`src/rtl/nmea_pkg.sv`:
```
package nmea_pkg;

    // Character codes
    localparam logic [7:0] CH_CR    = 8'h0D;
    localparam logic [7:0] CH_LF    = 8'h0A;
    localparam logic [7:0] CH_COMMA = 8'h2C;
    localparam logic [7:0] CH_MINUS = 8'h2D;
    localparam logic [7:0] CH_PLUS  = 8'h2B;
    localparam logic [7:0] CH_POINT = 8'h2E;
    localparam logic [7:0] CH_A     = 8'h41;
    localparam logic [7:0] CH_ZERO  = 8'h30;
    localparam logic [7:0] CH_NINE  = 8'h39;

    // Sentence headers, "$GPRMC" and "$GPGGA"
    localparam int HDR_LEN = 6;
    localparam logic [7:0] HDR_RMC [HDR_LEN] = '{8'h24, 8'h47, 8'h50, 8'h52, 8'h4D, 8'h43};
    localparam logic [7:0] HDR_GGA [HDR_LEN] = '{8'h24, 8'h47, 8'h50, 8'h47, 8'h47, 8'h41};

    // Header candidate codes
    localparam logic [1:0] CAND_NONE = 2'b00;
    localparam logic [1:0] CAND_RMC  = 2'b01;
    localparam logic [1:0] CAND_GGA  = 2'b10;
    localparam logic [1:0] CAND_BOTH = 2'b11;

    // Field numbers
    localparam logic [3:0] FLD_HEADER = 4'd0;
    localparam logic [3:0] FLD_TIME   = 4'd1;
    localparam logic [3:0] FLD_STATUS = 4'd2;
    localparam logic [3:0] FLD_LAT    = 4'd3;
    localparam logic [3:0] FLD_LON    = 4'd5;
    localparam logic [3:0] FLD_SPEED  = 4'd7;
    localparam logic [3:0] FLD_ALT    = 4'd9;
    localparam logic [3:0] CNT_MAX    = 4'd15;

    // Sentence kinds
    localparam logic KIND_RMC = 1'b0;
    localparam logic KIND_GGA = 1'b1;

    // Result field widths
    localparam int W_TIME  = 19;
    localparam int W_LAT   = 20;
    localparam int W_LON   = 23;
    localparam int W_SPEED = 24;
    localparam int W_ALT   = 28;
    localparam int W_DACC  = 23;

    // Digit weights of the fixed-format fields
    localparam logic [19:0] WT_TIME [6] = '{20'd36000, 20'd3600, 20'd600, 20'd60, 20'd10, 20'd1};
    localparam logic [19:0] WT_LAT  [7] = '{20'd60000, 20'd6000, 20'd1000, 20'd100, 20'd0,
                                            20'd10, 20'd1};
    localparam logic [19:0] WT_LON  [8] = '{20'd600000, 20'd60000, 20'd10000, 20'd1000,
                                            20'd100, 20'd0, 20'd10, 20'd1};

    // Control from the line parser to the number unit
    typedef struct packed {
        logic feed;
        logic clear;
    } t_num_ctrl;

    function automatic logic f_is_digit(input logic [7:0] c);
        return (c >= CH_ZERO) && (c <= CH_NINE);
    endfunction

    function automatic logic [3:0] f_digit(input logic [7:0] c);
        logic [7:0] d;
        d = c - CH_ZERO;
        return f_is_digit(c) ? d[3:0] : 4'd0;
    endfunction

    function automatic logic [19:0] f_weight(input logic [3:0] fld, input logic [3:0] pos);
        logic [19:0] w;
        w = '0;
        case (fld)
            FLD_TIME: if (pos < 4'd6) w = WT_TIME[pos[2:0]];
            FLD_LAT:  if (pos < 4'd7) w = WT_LAT[pos[2:0]];
            FLD_LON:  if (pos < 4'd8) w = WT_LON[pos[2:0]];
            default:  w = '0;
        endcase
        return w;
    endfunction

endpackage

```
`src/rtl/nmea_rmc_gga_sentence_parser.sv`:
```
// Channel  Direction  Handshake                 Payload
// input    in         i_in_valid / o_in_ready   i_rx_byte
// output   out        o_out_valid / i_out_ready o_sentence_kind .. o_altitude_cm
//
// One character is accepted every cycle unless a stalled result holds back a line end;
// each enters an input register and is parsed in the next cycle, where a CR or LF loads a result.
// The line state and all accumulators update once per character in that single pass.
// Reset (i_rst_n low, synchronous) clears the line state and the stored record.
// A stalled result holds only line ends that produce a result; other characters flow.
module nmea_rmc_gga_sentence_parser (
    input  logic        i_clk,
    input  logic        i_rst_n,
    input  logic        i_in_valid,
    output logic        o_in_ready,
    input  logic [7:0]  i_rx_byte,
    output logic        o_out_valid,
    input  logic        i_out_ready,
    output logic        o_sentence_kind,
    output logic [nmea_pkg::W_TIME-1:0]  o_time_of_day_s,
    output logic        o_fix_valid,
    output logic [nmea_pkg::W_LAT-1:0]   o_latitude_cmin,
    output logic [nmea_pkg::W_LON-1:0]   o_longitude_cmin,
    output logic [nmea_pkg::W_SPEED-1:0] o_speed_centi_kmh,
    output logic signed [nmea_pkg::W_ALT-1:0] o_altitude_cm
);

    // Input register
    logic       r_in_valid;
    logic [7:0] r_in_byte;

    // Line state
    logic [3:0] r_field, n_field;
    logic [3:0] r_pos, n_pos;
    logic [1:0] r_cand, n_cand;
    logic       r_stopped, n_stopped;
    logic [nmea_pkg::W_DACC-1:0] r_dacc, n_dacc;

    // Stored record
    logic [nmea_pkg::W_TIME-1:0]  r_st_time, n_st_time;
    logic                         r_st_valid, n_st_valid;
    logic [nmea_pkg::W_LAT-1:0]   r_st_lat, n_st_lat;
    logic [nmea_pkg::W_LON-1:0]   r_st_lon, n_st_lon;
    logic [nmea_pkg::W_SPEED-1:0] r_st_speed, n_st_speed;
    logic signed [nmea_pkg::W_ALT-1:0] r_st_alt, n_st_alt;

    // Result register
    logic                         r_out_valid;
    logic                         r_out_kind;
    logic [nmea_pkg::W_TIME-1:0]  r_out_time;
    logic                         r_out_fix;
    logic [nmea_pkg::W_LAT-1:0]   r_out_lat;
    logic [nmea_pkg::W_LON-1:0]   r_out_lon;
    logic [nmea_pkg::W_SPEED-1:0] r_out_speed;
    logic signed [nmea_pkg::W_ALT-1:0] r_out_alt;

    logic       is_eol, is_comma;
    logic       emit, advance, slot_free;
    logic [1:0] cand_end;
    logic       num_feed, num_clear;
    logic [19:0] weight;
    nmea_pkg::t_num_ctrl num_ctrl;
    logic [nmea_pkg::W_SPEED-1:0] num_speed;
    logic signed [nmea_pkg::W_ALT-1:0] num_alt;

    nmea_number u_number (
        .i_clk       (i_clk),
        .i_rst_n     (i_rst_n),
        .i_ctrl      (num_ctrl),
        .i_char      (r_in_byte),
        .i_pos_first (r_pos == 4'd0),
        .o_speed     (num_speed),
        .o_altitude  (num_alt)
    );

    // Parse the held character
    always_comb begin
        is_eol     = (r_in_byte == nmea_pkg::CH_CR) || (r_in_byte == nmea_pkg::CH_LF);
        is_comma   = (r_in_byte == nmea_pkg::CH_COMMA);
        weight     = nmea_pkg::f_weight(r_field, r_pos);
        n_field    = r_field;
        n_pos      = r_pos;
        n_cand     = r_cand;
        n_stopped  = r_stopped;
        n_dacc     = r_dacc;
        n_st_time  = r_st_time;
        n_st_valid = r_st_valid;
        n_st_lat   = r_st_lat;
        n_st_lon   = r_st_lon;
        n_st_speed = r_st_speed;
        n_st_alt   = r_st_alt;
        num_feed   = 1'b0;
        num_clear  = 1'b0;
        emit       = 1'b0;
        cand_end   = r_cand;
        if (is_eol || is_comma) begin
            // close the field
            if (r_field == nmea_pkg::FLD_HEADER) begin
                if (r_pos != 4'(nmea_pkg::HDR_LEN)) n_cand = nmea_pkg::CAND_NONE;
            end else if (r_cand == nmea_pkg::CAND_RMC) begin
                if (!r_stopped && (r_field <= nmea_pkg::FLD_SPEED)) begin
                    if (r_pos == 4'd0) begin
                        n_stopped = 1'b1;
                    end else begin
                        case (r_field)
                            nmea_pkg::FLD_TIME:   n_st_time  = r_dacc[nmea_pkg::W_TIME-1:0];
                            nmea_pkg::FLD_STATUS: n_st_valid = r_dacc[0];
                            nmea_pkg::FLD_LAT:    n_st_lat   = r_dacc[nmea_pkg::W_LAT-1:0];
                            nmea_pkg::FLD_LON:    n_st_lon   = r_dacc;
                            nmea_pkg::FLD_SPEED:  n_st_speed = num_speed;
                            default:              n_st_lat   = r_st_lat;
                        endcase
                    end
                end
            end else if ((r_cand == nmea_pkg::CAND_GGA) && (r_field == nmea_pkg::FLD_ALT)) begin
                n_st_alt = num_alt;
            end
            if (r_field != nmea_pkg::CNT_MAX) n_field = r_field + 4'd1;
            n_pos     = '0;
            n_dacc    = '0;
            num_clear = 1'b1;
            cand_end  = n_cand;
            if (is_eol) begin
                // emit on a recognized line, then restart the line
                emit      = (n_cand == nmea_pkg::CAND_RMC) || (n_cand == nmea_pkg::CAND_GGA);
                n_field   = nmea_pkg::FLD_HEADER;
                n_cand    = nmea_pkg::CAND_BOTH;
                n_stopped = 1'b0;
            end
        end else begin
            if (r_field == nmea_pkg::FLD_HEADER) begin
                if (r_pos < 4'(nmea_pkg::HDR_LEN)) begin
                    if (nmea_pkg::HDR_RMC[r_pos[2:0]] != r_in_byte) n_cand[0] = 1'b0;
                    if (nmea_pkg::HDR_GGA[r_pos[2:0]] != r_in_byte) n_cand[1] = 1'b0;
                end else begin
                    n_cand = nmea_pkg::CAND_NONE;
                end
            end else if (r_cand == nmea_pkg::CAND_RMC) begin
                case (r_field)
                    nmea_pkg::FLD_TIME, nmea_pkg::FLD_LAT, nmea_pkg::FLD_LON: begin
                        n_dacc = r_dacc + 23'(nmea_pkg::f_digit(r_in_byte)) * 23'(weight);
                    end
                    nmea_pkg::FLD_STATUS: begin
                        if (r_pos == 4'd0) n_dacc = {22'd0, r_in_byte == nmea_pkg::CH_A};
                    end
                    nmea_pkg::FLD_SPEED: num_feed = 1'b1;
                    default:             num_feed = 1'b0;
                endcase
            end else if ((r_cand == nmea_pkg::CAND_GGA) && (r_field == nmea_pkg::FLD_ALT)) begin
                num_feed = 1'b1;
            end
            if (r_pos != nmea_pkg::CNT_MAX) n_pos = r_pos + 4'd1;
        end
    end

    // Handshake: a character advances unless it emits into a full result slot
    assign slot_free  = !r_out_valid || i_out_ready;
    assign advance    = r_in_valid && (!emit || slot_free);
    assign o_in_ready = !r_in_valid || advance;
    assign num_ctrl   = '{feed: num_feed && advance, clear: num_clear && advance};

    always_ff @(posedge i_clk) begin
        if (!i_rst_n) begin
            r_in_valid  <= 1'b0;
            r_field     <= nmea_pkg::FLD_HEADER;
            r_pos       <= '0;
            r_cand      <= nmea_pkg::CAND_BOTH;
            r_stopped   <= 1'b0;
            r_dacc      <= '0;
            r_st_time   <= '0;
            r_st_valid  <= 1'b0;
            r_st_lat    <= '0;
            r_st_lon    <= '0;
            r_st_speed  <= '0;
            r_st_alt    <= '0;
            r_out_valid <= 1'b0;
        end else begin
            // load the input register
            if (i_in_valid && o_in_ready) begin
                r_in_valid <= 1'b1;
            end else if (advance) begin
                r_in_valid <= 1'b0;
            end
            // commit the parse
            if (advance) begin
                r_field    <= n_field;
                r_pos      <= n_pos;
                r_cand     <= n_cand;
                r_stopped  <= n_stopped;
                r_dacc     <= n_dacc;
                r_st_time  <= n_st_time;
                r_st_valid <= n_st_valid;
                r_st_lat   <= n_st_lat;
                r_st_lon   <= n_st_lon;
                r_st_speed <= n_st_speed;
                r_st_alt   <= n_st_alt;
            end
            // hold or release the result beat
            if (advance && emit) begin
                r_out_valid <= 1'b1;
            end else if (i_out_ready) begin
                r_out_valid <= 1'b0;
            end
        end
    end

    // Input byte and result payload
    always_ff @(posedge i_clk) begin
        if (i_in_valid && o_in_ready) r_in_byte <= i_rx_byte;
        if (advance && emit) begin
            r_out_kind  <= (cand_end == nmea_pkg::CAND_GGA) ? nmea_pkg::KIND_GGA
                                                             : nmea_pkg::KIND_RMC;
            r_out_time  <= n_st_time;
            r_out_fix   <= n_st_valid;
            r_out_lat   <= n_st_lat;
            r_out_lon   <= n_st_lon;
            r_out_speed <= n_st_speed;
            r_out_alt   <= n_st_alt;
        end
    end

    assign o_out_valid       = r_out_valid;
    assign o_sentence_kind   = r_out_kind;
    assign o_time_of_day_s   = r_out_time;
    assign o_fix_valid       = r_out_fix;
    assign o_latitude_cmin   = r_out_lat;
    assign o_longitude_cmin  = r_out_lon;
    assign o_speed_centi_kmh = r_out_speed;
    assign o_altitude_cm     = r_out_alt;

endmodule

```
`src/rtl/nmea_number.sv`:
```
module nmea_number (
    input  logic                     i_clk,
    input  logic                     i_rst_n,
    input  nmea_pkg::t_num_ctrl      i_ctrl,
    input  logic [7:0]               i_char,
    input  logic                     i_pos_first,
    output logic [nmea_pkg::W_SPEED-1:0]   o_speed,
    output logic signed [nmea_pkg::W_ALT-1:0] o_altitude
);

    // Magnitude capped at 2^28: anything that large saturates the altitude
    localparam logic [28:0] ACC_CAP   = 29'h1000_0000;
    // Speed quotient capped at 2^24: anything that large saturates the speed
    localparam logic [24:0] Q_CAP     = 25'h100_0000;
    localparam logic [23:0] SPEED_MAX = 24'hFF_FFFF;
    localparam int          RADIX     = 10000;
    localparam int          KNOT_MUL  = 1852;

    logic [28:0] r_acc, n_acc;
    logic [24:0] r_q, n_q;
    logic [13:0] r_rem, n_rem;
    logic [1:0]  r_fc, n_fc;
    logic        r_neg, n_neg;
    logic        r_point, n_point;
    logic        r_ended, n_ended;

    logic [3:0]  dig;
    logic [32:0] acc_sum;
    logic [28:0] acc_dig;
    logic [16:0] rem_t;
    logic [3:0]  carry;
    logic [13:0] rem_dig;
    logic [28:0] q_sum;
    logic [24:0] q_dig;

    // Next digit: magnitude for altitude, and speed*1852 kept as quotient/remainder of 10^4
    always_comb begin
        dig     = nmea_pkg::f_digit(i_char);
        acc_sum = {4'd0, r_acc} * 33'd10 + {29'd0, dig};
        acc_dig = ((r_acc >= ACC_CAP) || (acc_sum >= {4'd0, ACC_CAP})) ? ACC_CAP : acc_sum[28:0];
        rem_t   = {3'd0, r_rem} * 17'd10 + {13'd0, dig} * 17'(KNOT_MUL);
        carry   = '0;
        for (int k = 1; k <= 11; k++) begin
            if (rem_t >= 17'(k * RADIX)) carry = 4'(k);
        end
        rem_dig = 14'(rem_t - {13'd0, carry} * 17'(RADIX));
        q_sum   = {4'd0, r_q} * 29'd10 + {25'd0, carry};
        q_dig   = ((r_q >= Q_CAP) || (q_sum >= {4'd0, Q_CAP})) ? Q_CAP : q_sum[24:0];
    end

    // Advance the number syntax
    always_comb begin
        n_acc   = r_acc;
        n_q     = r_q;
        n_rem   = r_rem;
        n_fc    = r_fc;
        n_neg   = r_neg;
        n_point = r_point;
        n_ended = r_ended;
        if (i_ctrl.clear) begin
            n_acc   = '0;
            n_q     = '0;
            n_rem   = '0;
            n_fc    = '0;
            n_neg   = 1'b0;
            n_point = 1'b0;
            n_ended = 1'b0;
        end else if (i_ctrl.feed && !r_ended) begin
            if (((i_char == nmea_pkg::CH_MINUS) || (i_char == nmea_pkg::CH_PLUS))
                    && i_pos_first) begin
                n_neg = (i_char == nmea_pkg::CH_MINUS);
            end else if (nmea_pkg::f_is_digit(i_char)) begin
                // drop fraction digits past the third
                if (!(r_point && (r_fc == 2'd3))) begin
                    if (r_point) n_fc = r_fc + 2'd1;
                    // the third fraction digit is truncated away from the altitude
                    if (!(r_point && (r_fc == 2'd2))) n_acc = acc_dig;
                    n_q   = q_dig;
                    n_rem = rem_dig;
                end
            end else if ((i_char == nmea_pkg::CH_POINT) && !r_point) begin
                n_point = 1'b1;
            end else begin
                n_ended = 1'b1;
            end
        end
    end

    always_ff @(posedge i_clk) begin
        if (!i_rst_n) begin
            r_acc   <= '0;
            r_q     <= '0;
            r_rem   <= '0;
            r_fc    <= '0;
            r_neg   <= 1'b0;
            r_point <= 1'b0;
            r_ended <= 1'b0;
        end else begin
            r_acc   <= n_acc;
            r_q     <= n_q;
            r_rem   <= n_rem;
            r_fc    <= n_fc;
            r_neg   <= n_neg;
            r_point <= n_point;
            r_ended <= n_ended;
        end
    end

    // Speed: scale quotient up by the missing fraction digits, add the scaled remainder
    logic [29:0] p10, p100, p1000;
    logic [34:0] spd_base;

    always_comb begin
        p10   = {16'd0, r_rem} * 30'd52429;
        p100  = {16'd0, r_rem} * 30'd5243;
        p1000 = {16'd0, r_rem} * 30'd8389;
        case (r_fc)
            2'd3:    spd_base = {11'd0, r_q[23:0]};
            2'd2:    spd_base = {11'd0, r_q[23:0]} * 35'd10 + {31'd0, p1000[26:23]};
            2'd1:    spd_base = {11'd0, r_q[23:0]} * 35'd100 + {28'd0, p100[25:19]};
            default: spd_base = {11'd0, r_q[23:0]} * 35'd1000 + {25'd0, p10[28:19]};
        endcase
        if (r_neg) begin
            o_speed = '0;
        end else if ((r_q >= Q_CAP) || (spd_base > {11'd0, SPEED_MAX})) begin
            o_speed = SPEED_MAX;
        end else begin
            o_speed = spd_base[23:0];
        end
    end

    // Altitude: centimetres from the magnitude, signed and saturated
    logic [35:0] mag;
    logic [27:0] alt_u;

    always_comb begin
        case (r_fc)
            2'd0:    mag = {7'd0, r_acc} * 36'd100;
            2'd1:    mag = {7'd0, r_acc} * 36'd10;
            default: mag = {7'd0, r_acc};
        endcase
        if (r_neg) begin
            alt_u = (mag > 36'h800_0000) ? 28'h800_0000 : (~mag[27:0] + 28'd1);
        end else begin
            alt_u = (mag > 36'h7FF_FFFF) ? 28'h7FF_FFFF : mag[27:0];
        end
        o_altitude = $signed(alt_u);
    end

endmodule

```
`config.mk`:
```
export PLATFORM = sky130hd
export DESIGN_NAME = nmea_rmc_gga_sentence_parser
export DESIGN_NICKNAME = d
export VERILOG_FILES = /design/src/rtl/nmea_pkg.sv /design/src/rtl/nmea_rmc_gga_sentence_parser.sv /design/src/rtl/nmea_number.sv
export SDC_FILE = /design/constraint.sdc
export NUM_CORES = 2
export LEC_CHECK = 0
export BUFFER_PORTS_ARGS = -buffer_cell sky130_fd_sc_hd__buf_2
export CAP_MARGIN = 20
export CORE_MARGIN = 10
export CORE_UTILIZATION = 60
export CTS_CLUSTER_SIZE = 12
export DETAILED_ROUTE_END_ITERATION = 10
export PLACE_DENSITY = 0.79
export SKIP_CTS_REPAIR_TIMING = 1
export SYNTH_ARGS = -nofsm -noshare
export SYNTH_HDL_FRONTEND = slang
export SYNTH_HIERARCHICAL = 1
export SYNTH_SLANG_ARGS = --single-unit
```
`constraint.sdc`:
```
create_clock -name i_clk -period 18.8 [get_ports i_clk]
set_input_delay 3.76 -clock i_clk [delete_from_list [all_inputs] [get_ports i_clk]]
set_output_delay 3.76 -clock i_clk [all_outputs]
set_load 0.05 [all_outputs]
```
==> metrics.cfg <==
[setup_path]
cp_slowest_cell=dfxtp_1
rr_startpoint=u_number/r_rem[12]$_SDFFE_PP0P_
end_kind=flop
critPathKind=reg2reg
ff2ff_setup_slack_ns=7.61
cp.required_ns=19.12
critPathLaunch=u_number/r_rem[12]$_SDFFE_PP0P_
cp-start-kind=flop
critical_path.max_fanout=23
cp_data_arrival_time_ns=11.50
slowest_delay_ns=0.82

[timing]
clock_skew_ns=0.04285
min_period_over_period_pct=59.50
rsz0062_at_grt=no
slew_viol_final=0
finalCriticalPeriod_ns=11.19
fmax_ghz=0.08940
worst_slew_pin_slew_ns=1.130
setup_violations=0
hold_viol_final=0
maxSlewHeadroom_pct=24.24
fin_tns_setup_ns=0

[pwr]
p_per_area_nw_per_um2=33.91
leakagePower_uw=0.02280
peakVddDrop_v=0.00005870

[routing]
drcViolationCount=0
dr.pass1.iters=8
routedWlPerCell_microns=19.60
drt_wl_total_microns=121300
avgViaCountPerCell=6.147
detailroute.via_count=38030
antenna_left=0
drt_iter0_drc=3470

[floorplanning]
dieArea_sq_um=86750
die_w_microns=294.5
die_h_microns=294.5
start_util_pct=60.64
row_count=100
ios=130
coreArea_sq_um=74570

[clock_tree]
cts_buffers=40
h-tree-depth=2
clkLatencyLatePin_ns=0.60
cts.sinks=346
root_buffer=clkbuf_16
clk_pin_slew_ns=0.06
cts_tree=done
clock_path_buffers=3

[finish]
final_layout_size_suffix_gt1_share_pct=8.587
area_delta_synth_final_pct=6.212
final_cell_mix=inv_1, ha_1, nand2_1
n_antenna_cell=0
final_nets=6202
fin_util_pct=64.41
final_common_cell=inv_1

[synthesis]
synth_ff_type=dfxtp_1
synth-seq-cells=346
synth_edf_count=124
syn_area_per_cell_sq_um=8.791
ys_warn_count=6
netlist_top_cells_area=ha_1, fa_1, dfxtp_1
syn-num-nets=6161
syn_area_sq_um=45220
synth_top_cell_area_share_pct=19.20
ys_seq_area_share_pct=18.06
synthCells=5144
synth_cell_type_count=108
yosys.area.top_type=ha_1
async_flop_share_pct=0

[global_routing]
overflow=0
first_global_vias=36820
grt.total_usage_pct=27.46
grt_pass1_wl_microns=195400
grt_start_max_net_pins=81
antenna_found_initial=2

[place]
gp_congestion=0.9638
numPortBuffers=129
dpl.hpwl_microns=95940

[job]
cap_violations=0

[run_status]
status=complete, no violations

[min_path]
hold_class=reg2reg
worstHoldStart=r_st_lon[0]$_SDFFE_PN0P_

-- synth_stat cells, drive strengths merged (85+ instances only) --
cell / number
a21o: 85
edfxtp: 124
nor3: 88
a21oi: 241
nand2: 385
clkbuf: 119
nor2: 272
o21ai: 278
fa: 311
xor2: 85
dfxtp: 222
xnor2: 206
ha: 694
mux2: 87
nand3: 166
inv: 710
-- registers in the layout, indices dropped and copies added (netlist names), 23 cells and up --
name               cells
o_longitude_cmin      23
r_dacc                23
u_number/r_q          25
r_st_lon              23
o_speed_centi_kmh     24
u_number/r_acc        29
r_st_alt              28
r_st_speed            24
o_altitude_cm         28
-- where the power goes --
group	internal, uW	switching (uW)	total [uW]
registers	772	6.50	779
logic	19.0	34.4	53.4
clock network	451	345	796
total	1240	386	1630
-- per-stage QoR --
step                power [uW]  hold slack, ns  instances  setup slack, ns  instance area [sq um]
floorplan                831.4          0.4259       5144            9.353                  45220
global placement         846.1          0.4333       6111            7.834                  46690
detailed placement       847.1          0.4380       6111            7.729                  46690
CTS                       1638          0.4480       6185            7.695                  48000
global route              1668          0.4754       6186            6.957                  48030
finish                    1629          0.4465       6186            7.614                  48030
-- cells by family after synthesis --
logic type | count (synthesis) | share of synthesized area, %
and+or+nand+nor | 1332 | 14.84
xor gates and xnor gates | 291 | 5.653
DFF | 346 | 18.06
buffers and inverters | 882 | 7.523
muxes | 153 | 3.627
adders and majority gates | 1007 | 33.02
AOI/OAI and AO/OA | 1133 | 17.27
-- path summary, 6_finish.rpt --
| kind | to | cells after the start |
|---|---|---|
| worst max register to register | o_speed_centi_kmh[10]$_DFFE_PP_ | 34 |
| worst max-delay path | o_speed_centi_kmh[10]$_DFFE_PP_ | 34 |
| worst min register to register | r_st_lon[0]$_SDFFE_PN0P_ | 2 |
| worst min-delay path | r_st_lon[0]$_SDFFE_PN0P_ | 2 |
-- critical path: cells and delay by family, from the launching register on --
kind,cells,cell delay [ns]
AO/OA/AOI/OAI,16,4.31
adder cells (fa/ha/maj),8,3.41
AND/OR/NAND/NOR,7,1.66
flip-flops,1,0.82
buffers and inverters,2,0.35
multiplexers,1,0.35
-- per-layer routing --
metal  vias up  routed length [microns]  global-route usage (%)
li1      18070                        -                       -
met1     18360                    54120                   38.27
met2      1420                    53830                   43.82
met3       182                    10540                   4.672
met4         0                     2774                   6.521
met5         -                        0                       0
-- area by class of cell --
| class | count | area, sq um |
|---|---|---|
| Timing Repair Buffer | 168 | 960.9 |
| Multi-Input combinational cell | 3916 | 33700 |
| Sequential cell | 346 | 8169 |
| Clock inverter | 19 | 236.5 |
| Tap cell | 969 | 1212 |
| Fill cell | 6266 | 26540 |
| Clock buffer | 55 | 1077 |
| Inverter | 713 | 2676 |
Note: power is estimated with default switching activity, not from simulation.
